[config.mk]
export PLATFORM = sky130hd
export DESIGN_NAME = tap_tempo_bpm
export DESIGN_NICKNAME = d
export VERILOG_FILES = /design/src/rtl/ttb_pkg.sv /design/src/rtl/ttb_div.sv /design/src/rtl/tap_tempo_bpm.sv
export SDC_FILE = /design/constraint.sdc
export NUM_CORES = 1
export LEC_CHECK = 0
export BUFFER_PORTS_ARGS = -buffer_cell sky130_fd_sc_hd__buf_4
export CELL_PAD_IN_SITES_DETAIL_PLACEMENT = 2
export CELL_PAD_IN_SITES_GLOBAL_PLACEMENT = 2
export CORE_MARGIN = 3
export CORE_UTILIZATION = 46
export CTS_CLUSTER_SIZE = 30
export DETAILED_ROUTE_END_ITERATION = 12
export GPL_ROUTABILITY_DRIVEN = 0
export HOLD_SLACK_MARGIN = 0.03
export PLACE_DENSITY_LB_ADDON = 0.1
export SLEW_MARGIN = 20
export SYNTH_ARGS = -nofsm -noshare
export SYNTH_HDL_FRONTEND = slang
export SYNTH_SLANG_ARGS = --single-unit
[constraint.sdc]
create_clock -name clk -period 12.8 [get_ports clk]
set_clock_uncertainty 0.15 [all_clocks]
set_input_delay 1.28 -clock clk [delete_from_list [all_inputs] [get_ports clk]]
set_output_delay 1.28 -clock clk [all_outputs]
set_load 0.05 [all_outputs]
[src/rtl/ttb_pkg.sv]
// Shared types and constants for the tap tempo block.
// No dependencies.
`default_nettype none

package ttb_pkg;

  localparam int DATA_W   = 32;
  localparam int STEP_W   = 6;
  localparam int CFG_IW   = 2;
  localparam int CFG_DW   = 16;
  localparam int GAP_W    = 16;
  localparam int BPM_W    = 8;
  localparam int TEMPO_W  = 16;

  localparam int DEFAULT_HISTORY_DEPTH = 4;

  localparam logic [TEMPO_W-1:0] TEMPO_NUM = 16'd60000;
  localparam logic [GAP_W-1:0]   MAX_GAP_RST = 16'd2000;
  localparam logic [BPM_W-1:0]   MIN_BPM_RST = 8'd30;
  localparam logic [BPM_W-1:0]   MAX_BPM_RST = 8'd240;

  typedef enum logic [CFG_IW-1:0] {
    CFG_MAX_GAP = 2'd0,
    CFG_MIN_BPM = 2'd1,
    CFG_MAX_BPM = 2'd2
  } cfg_idx_t;

  typedef struct packed {
    logic              start;
    logic [STEP_W-1:0] steps;
  } div_req_t;

endpackage

`default_nettype wire

[src/rtl/ttb_div.sv]
// Restoring divider, one quotient bit per cycle, for the tap tempo block.
// Depends on ttb_pkg.
`default_nettype none

module ttb_div (
  input  wire logic                       clk,
  input  wire logic                       rst,
  input  wire ttb_pkg::div_req_t          req,
  input  wire logic [ttb_pkg::DATA_W-1:0] dividend,
  input  wire logic [ttb_pkg::DATA_W-1:0] divisor,
  output logic                            done,
  output logic [ttb_pkg::DATA_W-1:0]      quotient
);
  import ttb_pkg::*;

  logic                busy;
  logic [STEP_W-1:0]   cnt;
  logic [DATA_W:0]     rem;
  logic [DATA_W-1:0]   dvd;
  logic [DATA_W-1:0]   dsr;
  logic [DATA_W:0]     rem_sh;
  logic                fits;

  assign rem_sh = {rem[DATA_W-1:0], dvd[DATA_W-1]};
  assign fits   = rem_sh >= {1'b0, dsr};

  always_ff @(posedge clk) begin
    if (rst) begin
      busy <= 1'b0;
      done <= 1'b0;
      cnt  <= '0;
    end else begin
      done <= 1'b0;
      if (req.start) begin
        busy <= 1'b1;
        cnt  <= req.steps;
      end else if (busy) begin
        cnt <= cnt - STEP_W'(1);
        if (cnt == STEP_W'(1)) begin
          busy <= 1'b0;
          done <= 1'b1;
        end
      end
    end
  end

  always_ff @(posedge clk) begin
    if (req.start) begin
      rem      <= '0;
      dvd      <= dividend;
      dsr      <= divisor;
      quotient <= '0;
    end else if (busy) begin
      rem      <= fits ? rem_sh - {1'b0, dsr} : rem_sh;
      dvd      <= {dvd[DATA_W-2:0], 1'b0};
      quotient <= {quotient[DATA_W-2:0], fits};
    end
  end

endmodule

`default_nettype wire

[src/rtl/tap_tempo_bpm.sv]
// Tap tempo: each tap item (ms timestamp) yields one result item, valid with a
// clamped tempo once two or more taps are held in the ring of HISTORY_DEPTH.
// A tap is stored, then the mean interval and then 60000 / mean run through
// one shared restoring divider at one quotient bit per cycle (32 + 16
// steps); the second division is skipped when the mean interval is zero,
// and both when fewer than two taps are held. tap_ready is high only while
// no tap is in progress, so the next tap is taken in the cycle after the
// result is loaded at the earliest. A finished result waits in the output
// register while the next tap is accepted; a tap whose result is ready holds
// in its last state for as long as the previous result stays unaccepted.
// Config writes are always taken (cfg_ready is tied high); indexes past the
// register list are ignored. Depends on ttb_pkg and ttb_div.
`default_nettype none

module tap_tempo_bpm #(
  parameter int HISTORY_DEPTH = ttb_pkg::DEFAULT_HISTORY_DEPTH
) (
  input  wire logic                       clk,
  input  wire logic                       rst,
  input  wire logic                       tap_valid,
  output logic                            tap_ready,
  input  wire logic [ttb_pkg::DATA_W-1:0] tap_time_ms,
  output logic                            res_valid,
  input  wire logic                       res_ready,
  output logic                            bpm_valid,
  output logic [ttb_pkg::BPM_W-1:0]       bpm,
  input  wire logic                       cfg_valid,
  output logic                            cfg_ready,
  input  wire logic [ttb_pkg::CFG_IW-1:0] cfg_index,
  input  wire logic [ttb_pkg::CFG_DW-1:0] cfg_data
);
  import ttb_pkg::*;

  localparam int IW = (HISTORY_DEPTH > 1) ? $clog2(HISTORY_DEPTH) : 1;
  localparam int CW = $clog2(HISTORY_DEPTH + 1);
  localparam int SW = $clog2(2 * HISTORY_DEPTH);
  localparam logic [CW-1:0] DEPTH_C = CW'(HISTORY_DEPTH);
  localparam logic [IW-1:0] LAST_SLOT = IW'(HISTORY_DEPTH - 1);

  typedef enum logic [6:0] {
    S_IDLE  = 7'b0000001,
    S_STORE = 7'b0000010,
    S_LOAD  = 7'b0000100,
    S_DIV1  = 7'b0001000,
    S_DIV2  = 7'b0010000,
    S_CLAMP = 7'b0100000,
    S_DONE  = 7'b1000000
  } state_t;

  state_t state, state_next;

  logic [GAP_W-1:0]  max_gap;
  logic [BPM_W-1:0]  min_bpm;
  logic [BPM_W-1:0]  max_bpm;

  logic [DATA_W-1:0] tap_mem [HISTORY_DEPTH];
  logic [DATA_W-1:0] rd_data;
  logic [DATA_W-1:0] now;
  logic [DATA_W-1:0] last_tap;
  logic [IW-1:0]     slot;
  logic [CW-1:0]     held;
  logic [BPM_W-1:0]  tempo;
  logic              tempo_ok;

  logic [DATA_W-1:0] gap;
  logic              clear;
  logic [CW-1:0]     held_next;
  logic [SW-1:0]     rd_sum;
  logic [SW-1:0]     rd_idx;
  logic [IW-1:0]     rd_addr;

  div_req_t          div_req;
  logic [DATA_W-1:0] div_dividend;
  logic [DATA_W-1:0] div_divisor;
  logic              div_done;
  logic [DATA_W-1:0] div_quo;

  logic [TEMPO_W-1:0] quo16;
  logic [TEMPO_W-1:0] lo_clamped;

  assign tap_ready = (state == S_IDLE);
  assign cfg_ready = 1'b1;

  always_ff @(posedge clk) begin
    if (rst) begin
      max_gap <= MAX_GAP_RST;
      min_bpm <= MIN_BPM_RST;
      max_bpm <= MAX_BPM_RST;
    end else if (cfg_valid) begin
      unique case (cfg_index)
        CFG_MAX_GAP: max_gap <= cfg_data;
        CFG_MIN_BPM: min_bpm <= cfg_data[BPM_W-1:0];
        CFG_MAX_BPM: max_bpm <= cfg_data[BPM_W-1:0];
        default: ;
      endcase
    end
  end

  // history bookkeeping
  assign gap   = now - last_tap;
  assign clear = (held != '0) && (gap > {{(DATA_W-GAP_W){1'b0}}, max_gap});
  assign held_next = clear ? CW'(1) : ((held < DEPTH_C) ? held + CW'(1) : DEPTH_C);
  assign rd_sum  = SW'(slot) + SW'(1) + SW'(HISTORY_DEPTH) - SW'(held_next);
  assign rd_idx  = (rd_sum >= SW'(HISTORY_DEPTH)) ? rd_sum - SW'(HISTORY_DEPTH) : rd_sum;
  assign rd_addr = rd_idx[IW-1:0];

  always_ff @(posedge clk) begin
    if (state == S_STORE) begin
      tap_mem[slot] <= now;
      rd_data       <= tap_mem[rd_addr];
    end
  end

  always_ff @(posedge clk) begin
    if (rst) begin
      slot <= '0;
      held <= '0;
    end else if (state == S_STORE) begin
      slot <= (slot == LAST_SLOT) ? '0 : slot + IW'(1);
      held <= held_next;
    end
  end

  always_ff @(posedge clk) begin
    if (tap_valid && tap_ready) begin
      now <= tap_time_ms;
    end
    if (state == S_STORE) begin
      last_tap <= now;
    end
  end

  // shared divider: mean interval first, then tempo
  always_comb begin
    div_req      = '0;
    div_dividend = now - rd_data;
    div_divisor  = {{(DATA_W-CW){1'b0}}, held - CW'(1)};
    if (state == S_LOAD && held >= CW'(2)) begin
      div_req.start = 1'b1;
      div_req.steps = STEP_W'(DATA_W);
    end else if (state == S_DIV1 && div_done && div_quo != '0) begin
      div_req.start = 1'b1;
      div_req.steps = STEP_W'(TEMPO_W);
      div_dividend  = {TEMPO_NUM, {(DATA_W-TEMPO_W){1'b0}}};
      div_divisor   = div_quo;
    end
  end

  ttb_div u_div (
    .clk      (clk),
    .rst      (rst),
    .req      (div_req),
    .dividend (div_dividend),
    .divisor  (div_divisor),
    .done     (div_done),
    .quotient (div_quo)
  );

  assign quo16      = div_quo[TEMPO_W-1:0];
  assign lo_clamped = (quo16 < {8'b0, min_bpm}) ? {8'b0, min_bpm} : quo16;

  always_ff @(posedge clk) begin
    unique case (state)
      S_LOAD: begin
        tempo    <= '0;
        tempo_ok <= held >= CW'(2);
      end
      S_DIV1: begin
        if (div_done && div_quo == '0) begin
          tempo <= max_bpm;
        end
      end
      S_CLAMP: begin
        tempo <= (lo_clamped > {8'b0, max_bpm}) ? max_bpm : lo_clamped[BPM_W-1:0];
      end
      default: ;
    endcase
  end

  always_comb begin
    state_next = state;
    unique case (state)
      S_IDLE:  if (tap_valid) state_next = S_STORE;
      S_STORE: state_next = S_LOAD;
      S_LOAD:  state_next = (held >= CW'(2)) ? S_DIV1 : S_DONE;
      S_DIV1: begin
        if (div_done) begin
          state_next = (div_quo == '0) ? S_DONE : S_DIV2;
        end
      end
      S_DIV2:  if (div_done) state_next = S_CLAMP;
      S_CLAMP: state_next = S_DONE;
      S_DONE:  if (!res_valid || res_ready) state_next = S_IDLE;
      default: state_next = S_IDLE;
    endcase
  end

  always_ff @(posedge clk) begin
    if (rst) begin
      state <= S_IDLE;
    end else begin
      state <= state_next;
    end
  end

  // output register
  always_ff @(posedge clk) begin
    if (rst) begin
      res_valid <= 1'b0;
    end else if (state == S_DONE && (!res_valid || res_ready)) begin
      res_valid <= 1'b1;
    end else if (res_ready) begin
      res_valid <= 1'b0;
    end
  end

  always_ff @(posedge clk) begin
    if (state == S_DONE && (!res_valid || res_ready)) begin
      bpm_valid <= tempo_ok;
      bpm       <= tempo;
    end
  end

endmodule

`default_nettype wire

=== After elaboration in Yosys (flattened, before gate mapping) ===
Memory sizes are Yosys's and may differ from the RTL's. A register that Yosys moved wholly into a read port is not among the register bits.
Index checks and enable logic that the tools add are counted.
W data, S select, Z words.

* Output and inout bits: 12
* Register bits after elaboration: 263
* Word-level logic and storage cells: 115
* Input port bits: 55
* Bits in writable memories: 128
* Memories kept: 1

{| class="wikitable"
|+ Memory list
! name !! words !! bits a word !! read ports !! clocked after Yosys merged registers in !! wr ports !! line !! RTL
|-
| tap_mem || 4 || 32 || 1 || 1 || 1 || tap_tempo_bpm.sv:56 || <nowiki>logic [DATA_W-1:0] tap_mem [HISTORY_DEPTH];</nowiki>
|}

* Equality and inequality tests: 16
* Muxes and demuxes: 34
* Add/subtract/negate cells: 11
* Order comparisons: 7
* Reduce and logical (&&, ||, !) cells: 23
* Bitwise gates (word level): 2

{| class="wikitable"
|+ Operator list
! kind !! number
|-
| $mux W32 || 5
|-
| $sub A32 B32 Y32 || 3
|-
| $mux W7 || 8
|-
| $pmux W7 S7 || 1
|-
| $ge A33 B32 Y1 || 1
|-
| $gt A32 B16 Y1 || 1
|-
| $logic_not A32 Y1 || 1
|-
| $reduce_bool A32 Y1 || 1
|-
| $pmux W8 S3 || 1
|-
| $gt A16 B8 Y1 || 1
|-
| $lt A16 B8 Y1 || 1
|-
| $mux W16 || 1
|-
| $mux W8 || 2
|-
| $mux W3 || 4
|-
| $mux W6 || 2
|-
| $mux W1 || 8
|-
| $reduce_and A2 Y1 || 4
|-
| $eq A7 B1 Y1 const B || 1
|-
| $eq A7 B2 Y1 const B || 1
|-
| $eq A7 B3 Y1 const B || 1
|-
| $eq A7 B4 Y1 const B || 1
|-
| $eq A7 B5 Y1 const B || 1
|-
| $eq A7 B6 Y1 const B || 1
|-
| $eq A7 B7 Y1 const B || 1
|-
| 27 further kinds || 41
|}

=== Longest topological paths before layout ===
Gate-level depths: netlist of the first run.

* Depth in word-level cells: 7
* Mapped depth: 28
* Depth with buffers taken out: 27

=== By module ===
From an unflattened synthesis of the first run, not the netlist that was laid out.

* Cell total of the unflattened synthesis: 1981
* Area total of the unflattened synthesis: 22425.3 µm²

{| class="wikitable"
|+ By module, submodules not included
! module !! sequential area each (µm²) !! instances !! area an instance (µm²) !! cells each
|-
| tap_tempo_bpm || 8167.8 || 1 || 15162.0 || 1278
|-
| ttb_div || 3363.2 || 1 || 7263.2 || 703
|}

=== Worst setup path before layout of the first run ===
No wires, ideal clock.

* Path kind: register to register
* Start point: register now[0]
* End point: register rd_data[11] (read register of tap_mem) (data pin)
* Period minus slack after synthesis: 6008 ps
* Cell stages (with the launch flop): 28
* Path buffers: 2
* Data arrival time: 5585 ps
* Required time: 12377 ps
* Path slack: 6792 ps
* Library setup time: 273 ps
* Cells stage by stage: edfxtp_1 > inv_1 > ha_1 > fa_1 > nand2b_1 > a21o_1 > a31oi_4 > a31oi_1 > o21bai_1 > a21oi_1 > xnor2_1 > ha_1 > and4_1 > nand3_1 > or3_1 > o31ai_1 > nand4b_1 > nor3_1 > nand4_1 > a211oi_1 > nand4_1 > nor4_1 > nand2_1 > a21oi_1 > ha_1 > buf_1 > clkbuf_1 > mux4_1

* Longest elaborated chain between the ends: 7
* Elaborated cells between the ends (all ways): 8
* Those cells by class: add/sub: 3; order compare: 2; mux: 2; reduce/logical: 1

{| class="wikitable"
|+ RTL lines
! element !! line !! RTL
|-
| from (decl) || tap_tempo_bpm.sv:58 || <nowiki>logic [DATA_W-1:0] now;</nowiki>
|-
| from (signal assigned) || tap_tempo_bpm.sv:126 || <nowiki>now <= tap_time_ms;</nowiki>
|-
| $sub A32 B32 Y32 * || tap_tempo_bpm.sv:100 || <nowiki>assign gap = now - last_tap;</nowiki>
|-
| $gt A32 B16 Y1 * || tap_tempo_bpm.sv:101 || <nowiki>assign clear = (held != '0) && (gap > {{(DATA_W-GAP_W){1'b0}}, max_gap});</nowiki>
|-
| $logic_and A1 B1 Y1 * || tap_tempo_bpm.sv:101 ||
|-
| $mux W3 * || tap_tempo_bpm.sv:102 || <nowiki>assign held_next = clear ? CW'(1) : ((held < DEPTH_C) ? held + CW'(1) : DEPTH_C);</nowiki>
|-
| $sub A3 B3 Y3 * || tap_tempo_bpm.sv:103 || <nowiki>assign rd_sum = SW'(slot) + SW'(1) + SW'(HISTORY_DEPTH) - SW'(held_next);</nowiki>
|-
| $ge A3 B3 Y1 / $sub A2 B1 Y2 (equally long branches) || tap_tempo_bpm.sv:104 || <nowiki>assign rd_idx = (rd_sum >= SW'(HISTORY_DEPTH)) ? rd_sum - SW'(HISTORY_DEPTH) : rd_sum;</nowiki>
|-
| $mux W2 * || tap_tempo_bpm.sv:104 ||
|-
| to (decl) || tap_tempo_bpm.sv:57 || <nowiki>logic [DATA_W-1:0] rd_data;</nowiki>
|}

Mark *: on every way between the ends. The rest lies on a longest branch, timed or not.
A chain may end at the register's enable or synchronous reset.

=== Worst setup path after layout of the first run ===
* Start point: register now[1]
* End point: register rd_data[16] (read register of tap_mem) (data pin)

The elaborated chain is that of the path after synthesis.

==> flow_summary.yaml, run 1 <==
sta:
  slew_viol_final: 0
  fin_crit_ns: 7.707
  setup-tns-final_ns: 0
  rsz0062_at_grt: "false"
  maxSlewHeadroom_pct: 24.56
  hold_viol: 0
  setup_violations: 0
  tightest_slew_ns: 1.103
  period_share_pct: 60.21
  fmax_mhz: 129.8
yosys:
  ys_seq_area_share_pct: 52.86
  yosys.area.top_type: "edfxtp_1"
  ys.warnings.count: 0
  synthesis.nets: 2122
  synth_area_per_cell_um2: 11.31
  synthCells: 1929
  ys_async_sr_fraction_pct: 0
  synthesis.area_um2: 21820
  synth_area_leaders: "edfxtp_1 42%, dfxtp_1 11%, ha_1 7.7%"
  synth.distinct_cells: 85
  synth_edf_count: 306
  synthFlopType: "edfxtp_1"
  synth_top_area_share_pct: 42.12
  synth.ff_latch_count: 423
clocking:
  cts_buffer_depth: 3
  numCtsBuffers: 49
  tritoncts: "yes"
  root_buffer: "clkbuf_16"
  hold_buffers: 0
  cts_setup_buffers: 0
  h-tree-depth: 2
  clk_latency_ns: 0.60
  clock_sinks: 423
  path_clk_slew_ns: 0.06
  post_cts_resized: 0
worst_setup_path:
  cp-start-kind: "flip-flop"
  crit_path_end_kind: "flip-flop"
  r2r_slack_ns: 5.09
  worstSetupEndpoint: "rd_data[16]"
  worstPathMaxFanout: 32
  crit_arrival_ns: 7.86
  cp_num_cells: 25
  r2r_cells: 25
  rr_startpoint: "now[1]"
  r2r_end: "rd_data[16]"
  critPathMaxStageDelay_ns: 0.55
  critPathRequiredTime_ns: 12.95
  path_delay_family: "compound AO/OA/AOI/OAI gates"
  slowest_stage: "edfxtp_1"
  worst-path-buf-inv: 1
  critPathKind: "flip-flop to flip-flop"
  crit_start: "now[1]"
  path_common_cell: "ha_1"
layout:
  area_growth_pct: 12.31
  mostFrequentLayoutCells: "306 x edfxtp_1, 160 x inv_1, 138 x a21oi_1, 135 x ha_1, 125 x nand2_1"
  layout_commonest_cell: "edfxtp_1"
  post-route-util_pct: 52.52
  ff_latch_area_um2: 11530
  antenna_cells: 0
  fin_nets: 2185
  nFillCells: 4597
  drive_gt1_share_pct: 10.14
  multi_input_area_um2: 9399
drt:
  drc: 0
  routed.top_layer: "met4"
  met1_length_mm: 26.14
  ant_nets: 0
  drt_iter0_drc: 1016
  wl_met3_mm: 2.443
  avgViaCountPerCell: 5.914
  dr_total_vias: 15610
  first_pass_iters: 5
  wl_met2_mm: 34.44
  wl_per_cell_um: 24.65
  routed_wl_mm: 65.06
floorplan:
  fp.dieH_um: 223.8
  initial_core_util_pct: 46.76
  die_w_um: 223.8
  core_um2: 46650
  ios: 67
  die-area_um2: 50080
  rows: 79
global_route:
  overflow: 0
  grtUsageTotal_pct: 26.16
  grt_max_degree: 82
  antenna_found_initial: 2
  grt_pass1_vias: 17610
  grt_pass1_wl_mm: 102.3
job:
  drv_cap: 0
pwr:
  ir_drop_v: 0.0001095
  leakage_uw: 0.009926
  cellPowerDensity_nw_per_um2: 138.9
  power_uw: 3403
worst_hold_path:
  min_path_type: "flip-flop to flip-flop"
placement:
  port_buffers: 65
  dpl.hpwl_mm: 45.62
run_status:
  outcome: "completed"
## worst reg2reg max path: stages, from the launching register on
cell and delay (ns):
edfxtp_1 0.55, ha_1 0.37, nor2b_1 0.15, o21ai_1 0.29, o221ai_1 0.31, a21oi_2 0.38
o21ai_0 0.22, a21boi_0 0.26, xnor2_1 0.16, ha_1 0.27, and4_1 0.23, a221o_1 0.32
o31ai_1 0.47, nand4b_1 0.16, nor3_1 0.32, nand4_1 0.16, a211oi_1 0.25, nand4_1 0.16
nor4_1 0.38, nand2_1 0.19, a21oi_1 0.22, ha_1 0.18, xnor2_1 0.23, xnor2_4 0.16
buf_4 0.44, mux4_1 0.44
## power by group
group / internal (µW) / switching, µW / total [µW]
combinational: 179 / 280 / 459
clock: 804 / 583 / 1390
sequential: 1510 / 44.2 / 1560
## cells in the mapped netlist (9+ instances only)
master / count
o21ai_0: 98
ha_1: 135
o21bai_1: 10
mux2i_1: 70
edfxtp_1: 306
nand3_1: 35
nor2_1: 126
and2_1: 41
o21a_1: 11
inv_1: 162
a21o_1: 54
and3_1: 11
xor2_1: 30
xnor2_1: 44
mux4_1: 24
o22ai_1: 16
or3_1: 9
nor2b_1: 18
nand2_1: 125
nor4_1: 19
nand4_1: 20
nor3_1: 35
nand2b_1: 38
clkbuf_1: 58
dfxtp_1: 117
a211oi_1: 14
a21oi_1: 138
## through the flow
step / hold slack (ns) / setup slack (ns) / cell area (µm²) / instances
floorplan: 0.2503 / 6.792 / 21820 / 1929
global route: 0.3015 / 4.750 / 24500 / 2639
detailed placement: 0.2713 / 5.210 / 22920 / 2548
global placement: 0.2527 / 5.857 / 22920 / 2548
CTS: 0.2910 / 5.067 / 24500 / 2639
finish: 0.2850 / 5.093 / 24500 / 2639
## kinds of logic after synthesis
| group | synth area share (%) |
|---|---|
| AOI/OAI and AO/OA | 12.80 |
| xor gates and xnor gates | 3.097 |
| adders and majority gates | 8.018 |
| buffers and inverters | 4.147 |
| DFF | 52.86 |
| muxes | 7.238 |
| other | 0.01719 |
| and+or+nand+nor | 11.83 |
## worst min-delay path by stage
stage                  start     end  slack [ns]  cells after the start
floorplan           tempo[0]  bpm[0]        0.25                      0
global placement    tempo[7]  bpm[7]        0.25                      0
detailed placement  tempo[1]  bpm[1]        0.27                      0
CTS                 tempo[1]  bpm[1]        0.29                      0
global route        tempo[3]  bpm[3]        0.30                      0
finish              tempo[1]  bpm[1]        0.28                      0
## final cells by class
type / count / area share (%)
Sequential cell: 423 / 47.08
Multi-Input combinational cell: 1273 / 38.36
Clock buffer: 63 / 5.505
Tap cell: 607 / 3.100
Timing Repair Buffer: 83 / 2.543
Inverter: 162 / 2.482
Clock inverter: 28 / 0.9294
## flip-flops by register name (all words and copies together) (netlist names), 16 cells and up
name / count
u_div.quotient: 32
last_tap: 32
u_div.dsr: 32
rd_data: 32
max_gap: 16
u_div.rem: 32
now: 32
u_div.dvd: 32
tap_mem: 128
## routing by layer
metal	global-route usage, %	vias to the layer above
met5	0	-
met4	9.286	0
met3	3.813	118
met2	48.35	283
met1	31.04	7998
li1	-	7209
No activity file was read; power rests on OpenSTA's default activity.
==> run 2, diff against run 1 <==
--- a/config.mk
+++ b/config.mk
@@ -5,11 +5,12 @@
 export SDC_FILE = /design/constraint.sdc
 export NUM_CORES = 1
 export LEC_CHECK = 0
+export ABC_AREA = 1
 export BUFFER_PORTS_ARGS = -buffer_cell sky130_fd_sc_hd__buf_4
 export CELL_PAD_IN_SITES_DETAIL_PLACEMENT = 2
 export CELL_PAD_IN_SITES_GLOBAL_PLACEMENT = 2
 export CORE_MARGIN = 3
-export CORE_UTILIZATION = 46
+export CORE_UTILIZATION = 40
 export CTS_CLUSTER_SIZE = 30
 export DETAILED_ROUTE_END_ITERATION = 12
 export GPL_ROUTABILITY_DRIVEN = 0
==> constraint.sdc (replaced) <==
create_clock -name clk -period 8.08 [get_ports clk]
set_clock_uncertainty 0.15 [all_clocks]
set_input_delay 0.808 -clock clk [delete_from_list [all_inputs] [get_ports clk]]
set_output_delay 0.808 -clock clk [all_outputs]
set_load 0.05 [all_outputs]
==> flow_summary.yaml, run 2 <==
placement:
  dpl.hpwl_mm: 55.45
  port_buffers: 65
  pre_cts_ws_ns: 1.608
worst_setup_path:
  slowest_stage: "nand3_2"
  critPathKind: "flip-flop to flip-flop"
  crit_arrival_ns: 6.54
  critPathMaxStageDelay_ns: 0.84
  worstPathMaxFanout: 32
  cp-start-kind: "flip-flop"
  critPathRequiredTime_ns: 8.27
  path_common_cell: "nand2_1"
  crit_path_end_kind: "flip-flop"
clocking:
  cts_setup_buffers: 0
  clk_latency_ns: 0.59
  cts_buffer_depth: 3
  root_buffer: "clkbuf_16"
  path_clk_slew_ns: 0.06
  post_cts_resized: 0
  h-tree-depth: 2
  numCtsBuffers: 49
  tritoncts: "yes"
  clock_sinks: 423
  hold_buffers: 0
run_status:
  outcome: "completed"
global_route:
  grt_max_degree: 69
  grtUsageTotal_pct: 25.07
  antenna_found_initial: 2
  overflow: 0
  grt_pass1_vias: 20460
  grt_pass1_wl_mm: 117.6
yosys:
  synth_most_common_cell: "nand2_1"
  yosys.area.top_type: "edfxtp_1"
  synthCells: 2545
  synthesis.area_um2: 22840
  synthesis.nets: 2738
  synth.distinct_cells: 51
  synth_xor_area_share_pct: 2.415
  synth_commonest_cells: "543 x nand2_1, 411 x inv_1, 306 x edfxtp_1"
  synthFlopType: "edfxtp_1"
  ys_seq_area_share_pct: 50.48
  synth_area_per_cell_um2: 8.976
  synth_mux_area_share_pct: 3.155
  synthAdderAreaFrac_pct: 7.657
  synth.ff_latch_count: 423
  synthSimpleGateAreaFrac_pct: 17.21
  synth_top_family_by_area: "simple AND/OR/NAND/NOR gates"
  synth_area_leaders: "edfxtp_1 40%, dfxtp_1 10%, nand2_1 8.9%"
  synth_top_area_share_pct: 40.22
  ys.warnings.count: 0
  synth_edf_count: 306
  ys_async_sr_fraction_pct: 0
  synth_compound_area_share_pct: 10.78
layout:
  fin_nets: 2810
  layout_commonest_cell: "nand2_1"
  antenna_cells: 0
  ff_latch_area_um2: 11530
  top_register: "tap_mem"
  largest_reg_flops: 128
  drive_gt1_share_pct: 9.714
  area_growth_pct: 12.46
  nFillCells: 6065
  post-route-util_pct: 46.00
  multi_input_area_um2: 9472
  mostFrequentLayoutCells: "543 x nand2_1, 410 x inv_1, 306 x edfxtp_1, 164 x a21oi_1, 162 x nor2_1"
floorplan:
  ios: 67
  rows: 86
  fp.dieH_um: 245.0
  core_um2: 55850
  die-area_um2: 60020
  initial_core_util_pct: 40.91
  die_w_um: 245.0
pwr:
  cellPowerDensity_nw_per_um2: 203.1
  leakage_uw: 0.01163
  ir_drop_v: 0.0001857
sta:
  fin_crit_ns: 6.348
  rsz0062_at_grt: "false"
  fmax_mhz: 157.5
  finalWorstSetupSlack_ns: 1.732
  tightest_slew_ns: 1.005
  setup-tns-final_ns: 0
  hold_viol: 0
  slew_viol_final: 0
  setup_violations: 0
  maxSlewHeadroom_pct: 32.94
  period_share_pct: 78.57
drt:
  ant_nets: 0
  wl_per_cell_um: 22.08
  first_pass_iters: 5
  routed_wl_mm: 75.15
  drt_iter0_drc: 894
  avgViaCountPerCell: 5.327
  dr_total_vias: 18130
  drc: 0
worst_hold_path:
  min_path_type: "primary input to flip-flop"
job:
  drv_cap: 0
[run 2: through the flow]
step                      power, µW  hold slack, ns  instance area (µm²)  instances
after floorplan                2843          0.2503                22850       2545
after detailed placement       3067          0.2593                24110       3313
after CTS                      5273          0.2062                25660       3403
after global placement         3025          0.2553                24110       3313
final                          5218          0.2463                25690       3404
after global routing           5439          0.2216                25690       3404
[run 2: cell type report]
cell class	count	share of cell area (%)
tap	748	3.643
inverter	420	6.136
clock inverter	32	1.067
clock buffer	58	4.943
timing repair buffer	82	2.459
multi-input combinational	1641	36.87
sequential	423	44.88
[run 2: power breakdown]
group	internal [µW]	total (µW)	leakage (µW)	switching, µW
Combinational	202	601	0.00719	399
Sequential	2380	2430	0.00369	47.1
Clock	1250	2190	0.000756	940
[run 2: routing by layer]
metal	up-vias	GRT usage, %	share of wire [%]	routed length (µm)
li1	8674	-	-	-
met1	9095	30.31	43	32220
met5	-	0	0	0
met2	246	46.35	51	38630
met3	118	2.939	2.7	1997
met4	0	8.110	3.1	2300
[run 2: path summary, 6_finish.rpt]
path,slack (ns),depth (start not counted),from,endpoint
max,1.73,30,now[0],rd_data[28]
min,0.25,1,tap_time_ms[25],now[25]
max reg2reg,1.73,30,now[0],rd_data[28]
min reg2reg,0.27,0,tempo[6],bpm[6]
[run 2: kinds of logic (layout without fill, tap and decap cells)]
kind of cell | Yosys count | count (layout)
compound gates | 440 | 440
xor+xnor | 63 | 63
mux | 64 | 64
other cells | 1 | 1
simple gates | 935 | 935
buf+inv | 481 | 592
fa+ha+maj | 138 | 138
flops | 423 | 423
[run 2: worst max-delay path: cells and delay by family, from the launching register on]
| kind | cells | cell delay [ns] |
|---|---|---|
| simple gates | 18 | 2.92 |
| fa+ha+maj | 4 | 1.09 |
| xor+xnor | 2 | 0.67 |
| compound gates | 3 | 0.36 |
| flops | 1 | 0.49 |
| buf+inv | 3 | 0.37 |
